File: config.mk
export PLATFORM = sky130hd
export DESIGN_NAME = midi_voice_allocator
export DESIGN_NICKNAME = d
export VERILOG_FILES = /design/src/rtl/core/mva_pkg.sv /design/src/rtl/core/mva_cell.sv /design/src/rtl/core/midi_voice_allocator.sv
export SDC_FILE = /design/constraint.sdc
export NUM_CORES = 1
export LEC_CHECK = 0
export BUFFER_PORTS_ARGS = -buffer_cell sky130_fd_sc_hd__buf_4
export CORE_MARGIN = 2
export CORE_UTILIZATION = 45
export DETAILED_ROUTE_END_ITERATION = 10
export PLACE_DENSITY = 0.72
export SYNTH_ARGS = -nofsm -noshare
export SYNTH_HDL_FRONTEND = slang
export SYNTH_SLANG_ARGS = --single-unit
File: constraint.sdc
create_clock -name clk -period 7.02 [get_ports clk]
set_input_delay 1.053 -clock clk [delete_from_list [all_inputs] [get_ports clk]]
set_output_delay 1.053 -clock clk [all_outputs]
set_load 0.03 [all_outputs]
File: src/rtl/core/mva_pkg.sv
package mva_pkg;

  localparam int MAX_VOICES_DEF = 8;
  localparam int RESULT_LIMIT   = 8;
  localparam int CNT_W          = $clog2(RESULT_LIMIT + 1);

  localparam int ACT_W   = 2;
  localparam int NOTE_W  = 7;
  localparam int VEL_W   = 7;
  localparam int CNUM_W  = 7;
  localparam int CVAL_W  = 14;
  localparam int VIDX_W  = 3;
  localparam int LIDX_W  = 8;
  localparam int LEVEL_W = 16;
  localparam int MAG_W   = 15;

  // 16384/127 = 129 + 1/127: rounding adds one from magnitude 64 on,
  // and magnitude 127 already reaches full scale
  localparam logic [MAG_W-1:0] CTRL_MUL     = MAG_W'(129);
  localparam logic [MAG_W-1:0] CTRL_RND_MAG = MAG_W'(64);
  localparam logic [MAG_W-1:0] CTRL_SAT_MAG = MAG_W'(127);
  localparam logic [MAG_W-1:0] CTRL_SAT     = MAG_W'(16384);

  localparam logic KIND_VOICE = 1'b0;
  localparam logic KIND_LEVEL = 1'b1;

  typedef enum logic [ACT_W-1:0] {
    ACT_NOTE_ON  = 2'd0,
    ACT_NOTE_OFF = 2'd1,
    ACT_BEND     = 2'd2,
    ACT_CTRL     = 2'd3
  } action_t;

  typedef enum logic [1:0] {
    S_IDLE,
    S_WALK,
    S_FLUSH
  } state_t;

  // token walking down the voice cells
  typedef struct packed {
    logic             valid;
    logic             rel;
    logic             claimed;
    logic [CNT_W-1:0] cnt;
  } token_t;

  typedef struct packed {
    logic                      kind;
    logic [VIDX_W-1:0]         vidx;
    logic                      gate;
    logic [NOTE_W-1:0]         note;
    logic [VEL_W-1:0]          vel;
    logic [LIDX_W-1:0]         lidx;
    logic signed [LEVEL_W-1:0] level;
  } result_t;

  function automatic logic signed [LEVEL_W-1:0] ctrl_level(
    input logic signed [CVAL_W-1:0] v
  );
    logic [MAG_W-1:0] mag;
    logic [MAG_W-1:0] q;
    mag = v[CVAL_W-1] ? MAG_W'(-{v[CVAL_W-1], v}) : MAG_W'(v);
    if (mag >= CTRL_SAT_MAG) begin
      q = CTRL_SAT;
    end else begin
      q = mag * CTRL_MUL + ((mag >= CTRL_RND_MAG) ? MAG_W'(1) : MAG_W'(0));
    end
    ctrl_level = v[CVAL_W-1] ? -LEVEL_W'(q) : LEVEL_W'(q);
  endfunction

  function automatic logic signed [LEVEL_W-1:0] bend_level(
    input logic signed [CVAL_W-1:0] v
  );
    bend_level = {v[CVAL_W-1], v, 1'b0};
  endfunction

endpackage

File: src/rtl/core/mva_cell.sv
module mva_cell (
  input  logic                       clk,
  input  logic                       rst,
  input  logic                       en,
  input  logic [mva_pkg::NOTE_W-1:0] note,
  input  mva_pkg::token_t            tok_in,
  output mva_pkg::token_t            tok_out,
  output logic                       hit
);
  import mva_pkg::*;

  logic              busy;
  logic [NOTE_W-1:0] note_q;
  logic              alloc_hit;
  logic              rel_hit;

  assign alloc_hit = tok_in.valid && !tok_in.rel && !tok_in.claimed && !busy;
  assign rel_hit   = tok_in.valid && tok_in.rel && busy && (note_q == note) &&
                     (tok_in.cnt < CNT_W'(RESULT_LIMIT));
  assign hit       = alloc_hit || rel_hit;

  always_ff @(posedge clk) begin
    if (rst) begin
      busy    <= 1'b0;
      tok_out <= '0;
    end else if (en) begin
      if (alloc_hit) begin
        busy <= 1'b1;
      end else if (rel_hit) begin
        busy <= 1'b0;
      end
      tok_out.valid   <= tok_in.valid;
      tok_out.rel     <= tok_in.rel;
      tok_out.claimed <= tok_in.claimed || alloc_hit;
      tok_out.cnt     <= tok_in.cnt + (rel_hit ? CNT_W'(1) : CNT_W'(0));
    end
  end

  always_ff @(posedge clk) begin
    if (en && alloc_hit) begin
      note_q <= note;
    end
  end

endmodule

File: src/rtl/core/midi_voice_allocator.sv
// channel | handshake            | beat
// --------+----------------------+---------------------------------------------
// in      | in_valid / in_stall  | action, note_number, velocity,
//         |                      | controller_number, control_value
// out     | out_valid / out_stall| result_kind, voice_index, gate, out_note,
//         |                      | out_velocity, level_index, level, last
//
// One event at a time. A note event walks the voice cells, one cell a cycle
// unless the walk is frozen; a pitch bend or controller event skips the walk.
// Output stalls freeze the walk only when a second release is ready while one
// waits. Reset clears all busy flags at once.
module midi_voice_allocator #(
  parameter int MAX_VOICES = mva_pkg::MAX_VOICES_DEF
) (
  input  logic                               clk,
  input  logic                               rst,
  input  logic                               in_valid,
  output logic                               in_stall,
  input  logic [mva_pkg::ACT_W-1:0]          action,
  input  logic [mva_pkg::NOTE_W-1:0]         note_number,
  input  logic [mva_pkg::VEL_W-1:0]          velocity,
  input  logic [mva_pkg::CNUM_W-1:0]         controller_number,
  input  logic signed [mva_pkg::CVAL_W-1:0]  control_value,
  output logic                               out_valid,
  input  logic                               out_stall,
  output logic                               result_kind,
  output logic [mva_pkg::VIDX_W-1:0]         voice_index,
  output logic                               gate,
  output logic [mva_pkg::NOTE_W-1:0]         out_note,
  output logic [mva_pkg::VEL_W-1:0]          out_velocity,
  output logic [mva_pkg::LIDX_W-1:0]         level_index,
  output logic signed [mva_pkg::LEVEL_W-1:0] level,
  output logic                               last
);
  import mva_pkg::*;

  state_t            state;
  state_t            state_next;
  token_t            tok [MAX_VOICES+1];
  logic [MAX_VOICES-1:0] hits;
  logic              emit;
  logic [VIDX_W-1:0] hit_idx;
  logic              adv;
  logic              acc;
  logic              is_ctrl;
  logic              out_free;
  logic              flush_mv;
  logic              emit_mv;
  logic [NOTE_W-1:0] cur_note;
  logic [VEL_W-1:0]  cur_vel;
  logic              cur_rel;
  result_t           hold;
  logic              hold_valid;
  result_t           ctrl_res;
  result_t           voice_res;
  result_t           out_q;
  logic              out_last;

  assign acc      = in_valid && !in_stall;
  assign is_ctrl  = (action_t'(action) == ACT_BEND) || (action_t'(action) == ACT_CTRL);
  assign out_free = !out_valid || !out_stall;
  assign emit     = |hits;
  // hold the chain only when a new beat has nowhere to go
  assign adv      = !emit || !hold_valid || out_free;
  assign flush_mv = (state == S_FLUSH) && hold_valid && out_free;
  assign emit_mv  = (state == S_WALK) && emit && hold_valid && adv;

  genvar g;
  generate
    for (g = 0; g < MAX_VOICES; g++) begin : g_cell
      mva_cell u_cell (
        .clk     (clk),
        .rst     (rst),
        .en      (adv),
        .note    (cur_note),
        .tok_in  (tok[g]),
        .tok_out (tok[g+1]),
        .hit     (hits[g])
      );
    end
  endgenerate

  always_comb begin
    hit_idx = '0;
    for (int i = 0; i < MAX_VOICES; i++) begin
      hit_idx = hit_idx | (hits[i] ? VIDX_W'(i) : VIDX_W'(0));
    end
  end

  always_comb begin
    ctrl_res      = '0;
    ctrl_res.kind = KIND_LEVEL;
    if (action_t'(action) == ACT_BEND) begin
      ctrl_res.level = bend_level(control_value);
    end else begin
      ctrl_res.lidx  = LIDX_W'(controller_number) + LIDX_W'(1);
      ctrl_res.level = ctrl_level(control_value);
    end
  end

  always_comb begin
    voice_res      = '0;
    voice_res.kind = KIND_VOICE;
    voice_res.vidx = hit_idx;
    voice_res.gate = !cur_rel;
    voice_res.note = cur_note;
    voice_res.vel  = cur_vel;
  end

  always_comb begin
    state_next = state;
    case (state)
      S_IDLE: begin
        if (acc) begin
          state_next = is_ctrl ? S_FLUSH : S_WALK;
        end
      end
      S_WALK: begin
        if (tok[MAX_VOICES].valid && adv) begin
          state_next = S_FLUSH;
        end
      end
      S_FLUSH: begin
        if (!hold_valid || out_free) begin
          state_next = S_IDLE;
        end
      end
      default: state_next = S_IDLE;
    endcase
  end

  always_comb begin
    case (state)
      S_IDLE:  in_stall = 1'b0;
      default: in_stall = 1'b1;
    endcase
  end

  always_ff @(posedge clk) begin
    if (rst) begin
      state      <= S_IDLE;
      hold_valid <= 1'b0;
      out_valid  <= 1'b0;
      tok[0]     <= '0;
    end else begin
      state <= state_next;

      if (acc && !is_ctrl) begin
        tok[0].valid   <= 1'b1;
        tok[0].rel     <= !((action_t'(action) == ACT_NOTE_ON) && (velocity != '0));
        tok[0].claimed <= 1'b0;
        tok[0].cnt     <= '0;
      end else if (adv) begin
        tok[0].valid <= 1'b0;
      end

      if (acc && is_ctrl) begin
        hold_valid <= 1'b1;
      end else if (emit && adv) begin
        hold_valid <= 1'b1;
      end else if (flush_mv) begin
        hold_valid <= 1'b0;
      end

      if (flush_mv || emit_mv) begin
        out_valid <= 1'b1;
      end else if (!out_stall) begin
        out_valid <= 1'b0;
      end
    end
  end

  always_ff @(posedge clk) begin
    if (acc) begin
      cur_note <= note_number;
      cur_vel  <= velocity;
      cur_rel  <= !((action_t'(action) == ACT_NOTE_ON) && (velocity != '0));
    end
    if (acc && is_ctrl) begin
      hold <= ctrl_res;
    end else if (emit && adv) begin
      hold <= voice_res;
    end
    if (flush_mv || emit_mv) begin
      out_q    <= hold;
      out_last <= flush_mv;
    end
  end

  assign result_kind  = out_q.kind;
  assign voice_index  = out_q.vidx;
  assign gate         = out_q.gate;
  assign out_note     = out_q.note;
  assign out_velocity = out_q.vel;
  assign level_index  = out_q.lidx;
  assign level        = out_q.level;
  assign last         = out_last;

endmodule
==> reports/summary.md <==
The worst hold path terminates at level[14]. The run gives 0 as the number of remaining DRC errors. The final instance area came out at 0.0115 mm^2. After synthesis, the largest family of logic cells by area is simple AND/OR/NAND/NOR gates.

The reg2reg setup slack was 2.98 ns; the number of distinct library cells after synthesis was 70. The flow ran to the end, and the final reports show no timing, DRC or antenna violations. In this run the most critical hold path is launched from hold[14].

The biggest area contributor in the post-synthesis netlist is sky130_fd_sc_hd__edfxtp_1. The initialized floorplan defines 54 standard-cell rows. The count of yosys warnings during synthesis is 0. The most frequently used flop master after synthesis is sky130_fd_sc_hd__edfxtp_1. For this run, asynchronously set or reset flops after synthesis account for 0%.

The total congestion overflow after global routing was 0. The number of antenna violations at the first check in global routing was 0. For the number of gates given a new drive strength after cts, the log shows 0.

Data arrives at the worst endpoint at 5.57 ns. The logs give 0.902 for the routability congestion estimate and 0 for the antenna cell count. For the CTS H-tree depth, the log shows 1. The share of the clock period used by the worst path after layout was 75.9%; the number of flops mapped to enable cells by yosys was 139. Measured along the x axis, the die boundary spans 152 um. Counting every instance in the synthesized netlist gives 896. For this design the ratio of total power to cell area is 261 mW/mm^2. Across the routed clock network, the largest skew measured is 0.0111 ns. STA classifies the critical path startpoint as an input port. After clock tree synthesis, the setup repair step added 0 buffers.

The first routing iteration left 568 violations. For the pin with the worst max-slew slack, the measured transition is 1.03 ns. In the post-route analysis, the smallest setup slack over all paths is 1.70 ns.

The share of post-route cells with drive strength above 1 works out to 14.7%. The later pin in the worst-skew pair is clocked with a latency of 0.50 ns. For the total clock buffers created by CTS, the log shows 22.

Setup violations remaining at the end of the flow were counted as 0. Summed over all layers, the routed wires come to 21500 um. The worst hold path class is reg -> reg. Summed over its instances, the top area cell type makes up 42.1% of the synthesized netlist area.

The placement-stage cell area was 0.0108 mm^2; the max-cap violation count was 0. The worst register-to-register path ends at level_index[4]. Summed over all failing endpoints, the final setup total negative slack is 0 ns. After synthesis, the share of cell area in mux cells is 2.13%. For the number of routed nets with antenna violations, the log shows 0. The final net count was 1037. In this run the clock root is driven by a sky130_fd_sc_hd__clkbuf_16.

The maximum VDD drop was 0.164 mV; the hold-fix buffer count after cts was 0. The total count of hold-check failures in the final report is 0, and the flip-flop and latch count after synthesis is 213. Counting every net in the synthesized netlist gives 971. Leaving out filler cells and counting taps, the final layout contains 1258.

In the routed layout, each cell is associated on average with a via count of 5.49. The logs give 87 for the number of top-level pins and 14600 um for the total half-perimeter wirelength after legalization and detailed placement. The clock tree buffer depth was 3; the cell count after placement was 1218.

The worst slack at placement is 1.22 ns, and the global-route wire length before repair is 34700 um. The die covers 0.0232 mm^2. Summing the areas of all compound-gate instances in the mapped netlist gives 9.05% of the synthesized area. The run gives 18.3% as the global router's overall resource usage.

sky130_fd_sc_hd__edfxtp_1 is the most common cell in the netlist. Ranked by total cell area, the synthesized netlist is headed by sky130_fd_sc_hd__edfxtp_1 (42%), sky130_fd_sc_hd__dfxtp_1 (15%), sky130_fd_sc_hd__xnor2_1 (5.7%). The quantity of I/O buffers inserted on ports is 86, and the post-route minimum period is 5.32 ns. Data on the critical path is required at its endpoint by 7.26 ns. The maximum number of pins on one net before global-route repair was 55. The worst register-to-register path begins at cur_note[1].

Along the worst path, the maximum fanout reaches 8. Measured against its own limit, the worst slew margin works out to 31.1%. Once the floorplan was initialized, standard cells occupied 45.6% of the core. A synthesized cell averages 11.1 um^2.

Setup repair after global routing left no endpoint under its margin. The first detailed-routing pass ran for 5 iterations. TritonCTS built the clock tree.

The cell area that synthesis handed to floorplanning was 0.00992 mm^2. The register clock-pin slew on the reported worst setup and hold paths came out at 0.06 ns. STA classifies the critical path endpoint as a register. The category of the critical setup timing path is in -> reg. Summed over all cells, the static leakage comes to 4.21 nW.

The most critical setup path has its startpoint at control_value[0]. For the number of clock sinks seen by CTS, the log shows 213. The synthesized-area fraction occupied by and/or/nand/nor cells was 16.3%. The via count of the first global-routing pass was 6610.

The commonest cells after synthesis are sky130_fd_sc_hd__edfxtp_1 (139), sky130_fd_sc_hd__nand2_1 (107), sky130_fd_sc_hd__dfxtp_1 (74). The routed layout has 6902 vias. The core region is 0.0218 mm^2.

After detailed routing, the average wire length per cell comes to 17.1 um. Hold timing on the final database bottoms out at a slack of 0.419 ns. The number of cells traversed by the worst hold path is 0.

After synthesis, flip-flops and latches occupy 57.0% of the total area. The area growth from synthesis to layout was 16.1%. From bottom edge to top edge, the die measures 152 um. The synthesized netlist devotes 4.29% of its cell area to adder and majority cells. After Yosys synthesis, XOR and XNOR cells account for 8.56% of the synthesized area.

The number of max-slew violations in the final report is 0, and the maximum frequency from static timing analysis is 188 MHz. The worst-case reg-to-reg path depth works out to 9.
## per-layer routing
metal,up-vias,GRT usage [%],routed length (um)
met5,-,0,0
met4,0,5.56,416
met3,32,2.84,1150
met2,179,29.4,10000
met1,3323,25.8,9940
li1,3368,-,-
## where the power goes
group	internal [mW]	switching (mW)
Sequential	1.41	0.0401
Clock	0.723	0.470
Combinational	0.147	0.223
## logic make-up after synthesis
kind of cell | Yosys count
adders and majority gates | 34
xor gates and xnor gates | 96
DFF | 213
and+or+nand+nor | 320
buffers and inverters | 65
muxes | 21
AOI/OAI and AO/OA | 147
## worst max-delay path, stage by stage
cell and delay [ns]:
sky130_fd_sc_hd__buf_4 0.15, sky130_fd_sc_hd__inv_1 0.06, sky130_fd_sc_hd__ha_1 0.22, sky130_fd_sc_hd__nor4b_1 0.61, sky130_fd_sc_hd__a41oi_1 0.24, sky130_fd_sc_hd__xor2_1 0.22
sky130_fd_sc_hd__a2111o_1 0.41, sky130_fd_sc_hd__ha_1 0.19, sky130_fd_sc_hd__ha_1 0.20, sky130_fd_sc_hd__ha_1 0.22, sky130_fd_sc_hd__ha_1 0.33, sky130_fd_sc_hd__nor2_1 0.20
sky130_fd_sc_hd__nand2_1 0.10, sky130_fd_sc_hd__nor2_1 0.14, sky130_fd_sc_hd__nand4_1 0.23, sky130_fd_sc_hd__nor3_1 0.26, sky130_fd_sc_hd__a41oi_1 0.16, sky130_fd_sc_hd__and4_1 0.23
sky130_fd_sc_hd__or3_1 0.35
## layout by cell type (no fill, tap or decap), types with 26 or more instances in the layout
master / synthesis / final
sky130_fd_sc_hd__nand2_1: 107 / 107
sky130_fd_sc_hd__nor2_1: 67 / 67
sky130_fd_sc_hd__edfxtp_1: 139 / 139
sky130_fd_sc_hd__nand3_1: 26 / 26
sky130_fd_sc_hd__xor2_1: 31 / 31
sky130_fd_sc_hd__ha_1: 34 / 34
sky130_fd_sc_hd__a21oi_1: 65 / 65
sky130_fd_sc_hd__dfxtp_1: 74 / 74
sky130_fd_sc_hd__o21ai_0: 29 / 29
sky130_fd_sc_hd__xnor2_1: 64 / 64
sky130_fd_sc_hd__buf_4: 0 / 90
## cell type report
class,count,area [um^2]
Tap cell,280,350
Inverter,17,63.8
Multi-Input combinational cell,618,4010
Timing Repair Buffer,90,676
Clock buffer,28,604
Sequential cell,213,5660
Fill cell,1882,10200
Clock inverter,12,148
## registers in the layout, indices dropped and copies added (netlist names), 2 cells and up
| signal | flops |
|---|---|
| g_cell.u_cell.tok_out | 41 |
| tok | 2 |
| out_velocity | 7 |
| level | 16 |
| cur_note | 7 |
| hold | 43 |
| out_note | 7 |
| g_cell.u_cell.note_q | 56 |
| level_index | 8 |
| voice_index | 3 |
| cur_vel | 7 |
| g_cell.u_cell.busy | 8 |
| state | 2 |
## how the worst max path moves through the flow
stage	endpoint	slack, ns
2_1_floorplan	hold[14]	1.84
3_3_place_gp	hold[14]	1.35
3_5_place_dp	hold[14]	1.22
4_1_cts	hold[14]	1.74
5_1_grt	hold[11]	1.22
6_report	hold[14]	1.70
## stage by stage
| step | utilization (%) | total power, mW |
|---|---|---|
| 6_report | 52.9 | 3.01 |
| 5_1_grt | 52.9 | 3.13 |
| 4_1_cts | 52.9 | 3.03 |
| 3_5_place_dp | 49.4 | 1.84 |
| 3_3_place_gp | 49.4 | 1.83 |
| 2_1_floorplan | - | 1.73 |
No activity file was read; power rests on OpenSTA's default activity.
